`src/rtl/bsts_pkg.sv`:
```
// types and constants of the baud sweep score table
`timescale 1ns / 1ps

package bsts_pkg;

	typedef logic [1:0] req_t;

	localparam req_t REQ_TICK  = 2'd0;
	localparam req_t REQ_START = 2'd1;
	localparam req_t REQ_STOP  = 2'd2;
	localparam req_t REQ_READ  = 2'd3;

	typedef logic [1:0] cfg_idx_t;

	localparam cfg_idx_t CFG_START    = 2'd0;
	localparam cfg_idx_t CFG_END      = 2'd1;
	localparam cfg_idx_t CFG_STEP     = 2'd2;
	localparam cfg_idx_t CFG_INTERVAL = 2'd3;

	localparam logic [19:0] BAUD_MIN     = 20'd300;
	localparam logic [19:0] BAUD_MAX     = 20'd921600;
	localparam logic [15:0] INTERVAL_MIN = 16'd50;
	localparam logic [6:0]  SCORE_EXACT  = 7'd96;
	localparam logic [6:0]  SCORE_BASE   = 7'd80;
	localparam int          NUM_RATES    = 5;

	localparam logic [19:0] STD_RATES [NUM_RATES] = '{
		20'd9600, 20'd19200, 20'd38400, 20'd57600, 20'd115200
	};

	// result payload, first field in the highest bits
	typedef struct packed {
		logic        pad;
		logic [7:0]  entry_bytes;
		logic [6:0]  entry_score;
		logic [19:0] entry_baud;
		logic [4:0]  entry_count;
		logic [20:0] cursor_baud;
		logic        running;
		logic        start_accepted;
	} res_t;

endpackage

```
`src/rtl/baud_sweep_top_score_table_unit.sv`:
```
// baud sweep with a top-score result table held in one synchronous memory
// a start, stop, idle or waiting tick goes straight to the output register; a read waits on one memory read;
// a sampling tick runs the search and the divide, and scans the table when it is full
// (5-step nearest-rate search, 20-step serial divide, one memory read per entry)
// one item at a time; the next item is taken once the result is in the output register
// arst_n clears control state, config registers take their defaults; table contents undefined
`timescale 1ns / 1ps

module baud_sweep_top_score_table_unit #(
	parameter int TABLE_DEPTH = 16
) (
	input  logic        clk,
	input  logic        arst_n,
	input  logic        cfg_valid,
	output logic        cfg_ready,
	input  logic [1:0]  cfg_index,
	input  logic [19:0] cfg_data,
	input  logic        s_axis_tvalid,
	output logic        s_axis_tready,
	input  logic [7:0]  s_axis_tdata,   // read_index, zero pad
	input  logic [1:0]  s_axis_tuser,   // req_type
	output logic        m_axis_tvalid,
	input  logic        m_axis_tready,
	output logic [63:0] m_axis_tdata    // start_accepted, running, cursor_baud, entry_count,
	                                    // entry_baud, entry_score, entry_bytes, zero pad
);

	localparam int AW = (TABLE_DEPTH > 1) ? $clog2(TABLE_DEPTH) : 1;
	localparam int CW = $clog2(TABLE_DEPTH + 1);
	localparam int MW = 27;

	localparam logic [2:0] ST_IDLE = 3'd0;
	localparam logic [2:0] ST_NEAR = 3'd1;
	localparam logic [2:0] ST_DIV  = 3'd2;
	localparam logic [2:0] ST_REC  = 3'd3;
	localparam logic [2:0] ST_SCAN = 3'd4;
	localparam logic [2:0] ST_REPL = 3'd5;
	localparam logic [2:0] ST_RDW  = 3'd6;
	localparam logic [2:0] ST_PUSH = 3'd7;

	logic [2:0]  state_q;

	logic [19:0] cfg_start_q, cfg_end_q, cfg_step_q;
	logic [15:0] cfg_intv_q;

	logic        active_q, sampled_q;
	logic [20:0] cand_q;
	logic [15:0] ticks_q, intv_q;
	logic [CW-1:0] cnt_q;
	logic [19:0] end_q, step_q;

	logic [19:0] baud_q, best_q, quo_q, rem_q;
	logic [2:0]  k_q;
	logic [4:0]  div_cnt_q;
	logic [6:0]  score_q;
	logic [CW-1:0] scan_q;
	logic        rd_v_s1;
	logic [AW-1:0] rd_idx_s1;
	logic [AW-1:0] worst_idx_q;
	logic [6:0]  worst_sc_q;
	logic        accepted_q, rd_ok_q;
	logic [19:0] ebaud_q;
	logic [6:0]  esc_q;

	bsts_pkg::res_t out_q;
	logic        out_valid_q;

	logic [MW-1:0] mem [TABLE_DEPTH];
	logic [MW-1:0] mem_rd_q;
	logic          mem_we, mem_re;
	logic [AW-1:0] mem_wa, mem_ra;
	logic [MW-1:0] mem_wd;

	logic        in_xfer;
	bsts_pkg::req_t req;
	logic [3:0]  rd_index;
	logic [15:0] ticks_inc;
	logic        take;
	logic        start_ok;
	logic [19:0] near_d, best_next;
	logic [20:0] div_sh, div_trial;
	logic [6:0]  sc;
	logic        full;

	assign cfg_ready     = 1'b1;
	assign s_axis_tready = (state_q == ST_IDLE);
	assign in_xfer       = s_axis_tvalid && s_axis_tready;
	assign req           = s_axis_tuser;
	assign rd_index      = s_axis_tdata[3:0];
	assign m_axis_tvalid = out_valid_q;
	assign m_axis_tdata  = out_q;

	assign ticks_inc = (ticks_q == 16'hFFFF) ? ticks_q : ticks_q + 16'd1;
	assign take      = !sampled_q || (ticks_inc >= intv_q);
	assign start_ok  = !(cfg_start_q < bsts_pkg::BAUD_MIN || cfg_end_q > bsts_pkg::BAUD_MAX ||
		cfg_end_q <= cfg_start_q || cfg_step_q == 20'd0);
	assign full      = (cnt_q == CW'(TABLE_DEPTH));

	always_comb begin
		logic [19:0] rate;
		rate      = bsts_pkg::STD_RATES[k_q];
		near_d    = (rate > baud_q) ? rate - baud_q : baud_q - rate;
		best_next = (k_q == 3'd0 || near_d < best_q) ? near_d : best_q;
	end

	assign div_sh    = {rem_q, quo_q[19]};
	assign div_trial = div_sh - {1'b0, step_q};

	always_comb begin
		if (best_q == 20'd0) begin
			sc = bsts_pkg::SCORE_EXACT;
		end else if (quo_q >= 20'(bsts_pkg::SCORE_BASE)) begin
			sc = 7'd0;
		end else begin
			sc = bsts_pkg::SCORE_BASE - quo_q[6:0];
		end
	end

	always_comb begin
		mem_we = 1'b0;
		mem_wa = cnt_q[AW-1:0];
		mem_wd = {score_q, baud_q};
		mem_re = 1'b0;
		mem_ra = AW'(rd_index);
		case (state_q)
			ST_IDLE: begin
				mem_re = in_xfer && (req == bsts_pkg::REQ_READ);
			end
			ST_REC: begin
				mem_we = !full;
				mem_wd = {sc, baud_q};
			end
			ST_SCAN: begin
				mem_re = (scan_q != CW'(TABLE_DEPTH));
				mem_ra = scan_q[AW-1:0];
			end
			ST_REPL: begin
				mem_we = (score_q > worst_sc_q);
				mem_wa = worst_idx_q;
			end
			default: begin
			end
		endcase
	end

	always_ff @(posedge clk) begin
		if (mem_we) begin
			mem[mem_wa] <= mem_wd;
		end
		if (mem_re) begin
			mem_rd_q <= mem[mem_ra];
		end
	end

	always_ff @(posedge clk or negedge arst_n) begin
		if (!arst_n) begin
			cfg_start_q <= 20'd9600;
			cfg_end_q   <= 20'd115200;
			cfg_step_q  <= 20'd9600;
			cfg_intv_q  <= 16'd50;
		end else if (cfg_valid && cfg_ready) begin
			case (cfg_index)
				bsts_pkg::CFG_START:    cfg_start_q <= cfg_data;
				bsts_pkg::CFG_END:      cfg_end_q   <= cfg_data;
				bsts_pkg::CFG_STEP:     cfg_step_q  <= cfg_data;
				bsts_pkg::CFG_INTERVAL: cfg_intv_q  <= cfg_data[15:0];
				default: begin
				end
			endcase
		end
	end

	// payload registers of the work sequence
	always_ff @(posedge clk) begin
		case (state_q)
			ST_IDLE: begin
				if (in_xfer) begin
					accepted_q <= (req == bsts_pkg::REQ_START) && start_ok;
					rd_ok_q    <= (32'(rd_index) < 32'(cnt_q));
					ebaud_q    <= 20'd0;
					esc_q      <= 7'd0;
					baud_q     <= cand_q[19:0];
				end
			end
			ST_NEAR: begin
				best_q <= best_next;
				quo_q  <= best_next;
				rem_q  <= 20'd0;
			end
			ST_DIV: begin
				if (!div_trial[20]) begin
					rem_q <= div_trial[19:0];
					quo_q <= {quo_q[18:0], 1'b1};
				end else begin
					rem_q <= div_sh[19:0];
					quo_q <= {quo_q[18:0], 1'b0};
				end
			end
			ST_REC: begin
				score_q <= sc;
			end
			ST_SCAN: begin
				if (rd_v_s1 && (rd_idx_s1 == '0 || mem_rd_q[26:20] < worst_sc_q)) begin
					worst_idx_q <= rd_idx_s1;
					worst_sc_q  <= mem_rd_q[26:20];
				end
			end
			ST_RDW: begin
				if (rd_ok_q) begin
					ebaud_q <= mem_rd_q[19:0];
					esc_q   <= mem_rd_q[26:20];
				end
			end
			default: begin
			end
		endcase
		if (state_q == ST_PUSH && (!out_valid_q || m_axis_tready)) begin
			out_q.pad            <= 1'b0;
			out_q.start_accepted <= accepted_q;
			out_q.running        <= active_q;
			out_q.cursor_baud    <= cand_q;
			out_q.entry_count    <= 5'(cnt_q);
			out_q.entry_baud     <= ebaud_q;
			out_q.entry_score    <= esc_q;
			out_q.entry_bytes    <= {esc_q, 1'b0};
		end
	end

	always_ff @(posedge clk or negedge arst_n) begin
		if (!arst_n) begin
			state_q     <= ST_IDLE;
			active_q    <= 1'b0;
			sampled_q   <= 1'b0;
			cand_q      <= 21'd0;
			ticks_q     <= 16'd0;
			intv_q      <= bsts_pkg::INTERVAL_MIN;
			cnt_q       <= '0;
			end_q       <= 20'd0;
			step_q      <= 20'd0;
			k_q         <= 3'd0;
			div_cnt_q   <= 5'd0;
			scan_q      <= '0;
			rd_v_s1     <= 1'b0;
			rd_idx_s1   <= '0;
			out_valid_q <= 1'b0;
		end else begin
			rd_v_s1   <= (state_q == ST_SCAN) && mem_re;
			rd_idx_s1 <= mem_ra;
			if (state_q == ST_PUSH && (!out_valid_q || m_axis_tready)) begin
				out_valid_q <= 1'b1;
			end else if (m_axis_tready) begin
				out_valid_q <= 1'b0;
			end
			case (state_q)
				ST_IDLE: begin
					if (in_xfer) begin
						case (req)
							bsts_pkg::REQ_TICK: begin
								if (active_q && take && (cand_q <= {1'b0, end_q})) begin
									state_q <= ST_NEAR;
								end else begin
									state_q <= ST_PUSH;
								end
								if (active_q) begin
									if (take) begin
										sampled_q <= 1'b1;
										ticks_q   <= 16'd0;
										if (cand_q > {1'b0, end_q}) begin
											active_q <= 1'b0;
										end else begin
											cand_q <= cand_q + {1'b0, step_q};
											k_q    <= 3'd0;
										end
									end else begin
										ticks_q <= ticks_inc;
									end
								end
							end
							bsts_pkg::REQ_START: begin
								state_q <= ST_PUSH;
								if (start_ok) begin
									active_q  <= 1'b1;
									end_q     <= cfg_end_q;
									step_q    <= cfg_step_q;
									intv_q    <= (cfg_intv_q < bsts_pkg::INTERVAL_MIN) ?
										bsts_pkg::INTERVAL_MIN : cfg_intv_q;
									cand_q    <= {1'b0, cfg_start_q};
									sampled_q <= 1'b0;
									ticks_q   <= 16'd0;
									cnt_q     <= '0;
								end
							end
							bsts_pkg::REQ_STOP: begin
								state_q  <= ST_PUSH;
								active_q <= 1'b0;
							end
							bsts_pkg::REQ_READ: begin
								state_q <= ST_RDW;
							end
							default: begin
								state_q <= ST_PUSH;
							end
						endcase
					end
				end
				ST_NEAR: begin
					k_q <= k_q + 3'd1;
					if (k_q == 3'(bsts_pkg::NUM_RATES - 1)) begin
						div_cnt_q <= 5'd0;
						state_q   <= ST_DIV;
					end
				end
				ST_DIV: begin
					div_cnt_q <= div_cnt_q + 5'd1;
					if (div_cnt_q == 5'd19) begin
						state_q <= ST_REC;
					end
				end
				ST_REC: begin
					if (!full) begin
						cnt_q   <= cnt_q + CW'(1);
						state_q <= ST_PUSH;
					end else begin
						scan_q  <= '0;
						state_q <= ST_SCAN;
					end
				end
				ST_SCAN: begin
					if (mem_re) begin
						scan_q <= scan_q + CW'(1);
					end else if (!rd_v_s1) begin
						state_q <= ST_REPL;
					end
				end
				ST_REPL: begin
					state_q <= ST_PUSH;
				end
				ST_RDW: begin
					state_q <= ST_PUSH;
				end
				ST_PUSH: begin
					if (!out_valid_q || m_axis_tready) begin
						state_q <= ST_IDLE;
					end
				end
				default: begin
					state_q <= ST_IDLE;
				end
			endcase
		end
	end

endmodule

```
`config.mk`:
```
export PLATFORM = sky130hd
export DESIGN_NAME = baud_sweep_top_score_table_unit
export DESIGN_NICKNAME = d
export VERILOG_FILES = /design/src/rtl/bsts_pkg.sv /design/src/rtl/baud_sweep_top_score_table_unit.sv
export SDC_FILE = /design/constraint.sdc
export NUM_CORES = 1
export LEC_CHECK = 0
export ABC_AREA = 1
export BUFFER_PORTS_ARGS = -buffer_cell sky130_fd_sc_hd__buf_2
export CELL_PAD_IN_SITES_DETAIL_PLACEMENT = 0
export CELL_PAD_IN_SITES_GLOBAL_PLACEMENT = 1
export CORE_MARGIN = 1
export CORE_UTILIZATION = 54
export DETAILED_ROUTE_END_ITERATION = 16
export PLACE_DENSITY_LB_ADDON = 0.15
export SKIP_LAST_GASP = 1
export SLEW_MARGIN = 20
export SYNTH_ARGS = -nofsm -noshare
export SYNTH_HDL_FRONTEND = slang
export SYNTH_SLANG_ARGS = --single-unit
```
`constraint.sdc`:
```
create_clock -name clk -period 6.27 [get_ports clk]
set_input_delay 1.254 -clock clk [delete_from_list [all_inputs] [get_ports clk]]
set_output_delay 1.254 -clock clk [all_outputs]
set_load 0.05 [all_outputs]
```
==> out/qor.csv <==
stage;metric;value;unit
power;internal power of the cells;12.7;mW
global_route;vias in the first global route;26900;
synthesis;FFs w/ async S/R, synth;23.6;%
global_route;global routing usage on met2;47.1;%
setup_path;Reg2Reg Launch Point;k_q[0];
sta;Fin Hold WS;0.414;ns
clock_network;Clock Tree Root;clkbuf_16;
sta;Slew headroom;22.0;%
route;DRT antenna net count;0;
setup_path;CP arrival;5.58;ns
sta;Tmin final;5.20;ns
finish;commonest non-fill, non-tap cells in the layout;nand2_1, edfxtp_1, nor2_1;
sta;worst slew pin tran;1.17;ns
clock_network;CTS Buf Count;87;
placed_design;Placed Area;0.0418;sq mm
sta;fin crit share;82.9;%
sta;clock skew;0.0396;ns
setup_path;CP max FO;24;
finish;# diodes;0;
power;sequential share of power;37.7;%
global_route;met3 Resource Use GR;3.39;%
synthesis;post-synth cell types;59;
setup_path;Critical Path Sink Type;flip-flop;
finish;share of layout cells above drive strength 1;9.63;%
setup_path;Critical-path top delay cell;ha_1;
clock_network;hold_buf cts;0;
setup_path;reg2reg end;best_q[12];
power;part of the power in combinational logic;37.8;%
synthesis;post-synthesis cell count;3989;
min_path;Worst Hold Depth;0;
synthesis;share of the yosys chip area belonging to registers;60.1;%
die;Initial Util;54.9;%
route;DRC;0;
finish;fin util;60.8;%
synthesis;number of flops mapped to enable cells by yosys;641;
min_path;Worst Hold End;m_axis_tdata[35];
finish;Fill cells;6227;
synthesis;post-synthesis register bit count;839;
placed_design;Cells after DPL;4933;
die;Die Width;275;microns
synthesis;Yosys warnings;0;
sta;Final Hold Violating Endpoints;0;
synthesis;Syn Area/Cell;10.1;sq um
sta;RSZ-0062 raised after global routing;false;
route;iteration count of the initial detailed-routing pass;5;
clock_network;post-CTS setup buffer count;0;
power;Switching Share;39.8;%
route;WL/cell;19.9;microns
setup_path;r2r setup slk;1.07;ns
global_route;grt ovf;0;
die;DIE HEIGHT;275;microns
power;NetSw;8.40;mW
min_path;worst min-delay path class;reg -> reg;
synthesis;Primary FF master, synth;edfxtp_1;
power;Lkg Pwr;18.5;nW
setup_path;R2R depth;27;
setup_path;CP Launch Type;flip-flop;
global_route;met1 GRT Util;35.1;%
run_status;outcome;completed;
clock_network;maximum buffer depth of the clock tree;3;
flow_run;MaxCap Viol Count;0;
finish;Nets;4273;
clock_network;Sink Count;839;
setup_path;Critical Path RT;6.65;ns
finish;multi-input logic area;0.0138;sq mm
finish;fin area;0.0447;sq mm
sta;endpoints failing setup;0;
sta;max frequency;192;MHz
sta;Final Max Tran Viols;0;
sta;final setup TNS;0;ns
setup_path;family with the most delay on the worst path;simple AND/OR/NAND/NOR gates;
placed_design;routability cong.;0.921;
global_route;first-pass GRT wire length;155000;microns
clock_network;H-tree depth;3;
min_path;Worst Hold Launch;ebaud_q[7];
global_route;initial antenna violation count;2;
finish;Syn-to-layout area delta;10.8;%
setup_path;CP most frequent cell;nand2_1;
setup_path;CP peak stage delay;0.46;ns
global_route;GRT Resource Usage Total;27.0;%
finish;most common cell after layout, fill and taps aside;nand2_1;
synthesis;Post-Syn Area;0.0403;sq mm
die;# IOs;104;
route;DR vias/cell;5.56;
global_route;largest net degree at the start of global routing;218;
power;VDD IR max;0.286;mV
power;Clock power frac;24.5;%
setup_path;CP bufs+invs;6;
global_route;GRT Max-Usage Layer;met2;
die;# rows;99;
route;routed vias;28300;
die;Die Footprint;0.0758;sq mm
clock_network;Clock Latency Late Sink;0.65;ns
finish;final non-filler cell total;5091;
clock_network;CTS tree;done;
placed_design;HPWL Detailed;65100;microns
setup_path;Crit Path Category;reg -> reg;
power;pwr dens;473;mW/mm^2
route;Iter 0 DRT Violations;2198;
route;Routed WL;101000;microns
clock_network;CTS resizes;0;
finish;Register Area;0.0242;sq mm
clock_network;Reg clk slew, reported paths;0.06;ns
die;Placeable Area;0.0735;sq mm
placed_design;PortBufs;96;
==> kinds of logic (layout without fill, tap and decap cells) <==
logic type / after synthesis / after routing / synth area share [%]
flops: 839 / 839 / 60.1
mux: 2 / 2 / 0.0497
xor+xnor: 42 / 42 / 0.912
buf+inv: 588 / 730 / 6.15
compound gates: 782 / 782 / 11.3
other cells: 2 / 3 / 0.0186
simple gates: 1562 / 1562 / 16.1
fa+ha+maj: 172 / 172 / 5.39
==> metal layers <==
| layer | share of wire, % | routed length (microns) |
|---|---|---|
| met2 | 50 | 50500 |
| met5 | 0.011 | 11 |
| met3 | 4.8 | 4830 |
| met4 | 2.7 | 2770 |
| met1 | 43 | 43100 |
==> through the flow <==
step           power [mW]  setup slack (ns)
3_3_place_gp         15.9              1.20
5_1_grt              22.5             0.541
4_1_cts              21.2              1.07
3_5_place_dp         16.0              1.11
6_report             21.1              1.07
2_1_floorplan        13.8              2.13
==> worst max path at each step <==
stage          cells after the start    from          to  slack, ns
6_report                          27  k_q[0]  best_q[12]       1.07
5_1_grt                           28  k_q[0]   quo_q[12]       0.54
4_1_cts                           27  k_q[0]  best_q[12]       1.07
3_5_place_dp                      27  k_q[0]  best_q[12]       1.11
3_3_place_gp                      28  k_q[0]    quo_q[1]       1.20
2_1_floorplan                     29  k_q[0]   best_q[1]       2.13
==> power by group through the flow <==
stage	logic (mW)	clock network (mW)	registers, mW
3_3_place_gp	7.86	0	8.06
2_1_floorplan	5.63	0	8.14
3_5_place_dp	7.97	0	8.07
6_report	7.99	5.16	7.96
5_1_grt	9.01	5.47	8.05
4_1_cts	8.01	5.23	7.97
==> cells in the mapped netlist (49+ instances only) <==
| library cell | number | area, sq um |
|---|---|---|
| edfxtp_1 | 641 | 19200 |
| clkbuf_1 | 62 | 233 |
| o21ai_1 | 58 | 290 |
| ha_1 | 169 | 2110 |
| nand4_1 | 50 | 313 |
| a21oi_1 | 126 | 631 |
| inv_1 | 411 | 1540 |
| o221ai_1 | 75 | 657 |
| nor2_1 | 460 | 1730 |
| nand2_1 | 790 | 2970 |
| dfrtp_1 | 180 | 4500 |
| o21ai_0 | 387 | 1940 |
| buf_2 | 49 | 245 |
| nand3_1 | 180 | 901 |
==> area by class of cell <==
cell class	count	area share, %
sequential	839	54.2
inverter	426	3.58
clock inverter	53	1.35
clock buffer	104	5.08
multi-input combinational	2563	30.9
tap	959	2.69
timing repair buffer	147	2.20
==> sequential cells by signal, summed over array words and instances (netlist names), 21 cells and up <==
name,count
mem_rd_q,27
m_axis_tdata,55
mem,432
cand_q,21
Note: power is estimated with default switching activity, not from simulation.
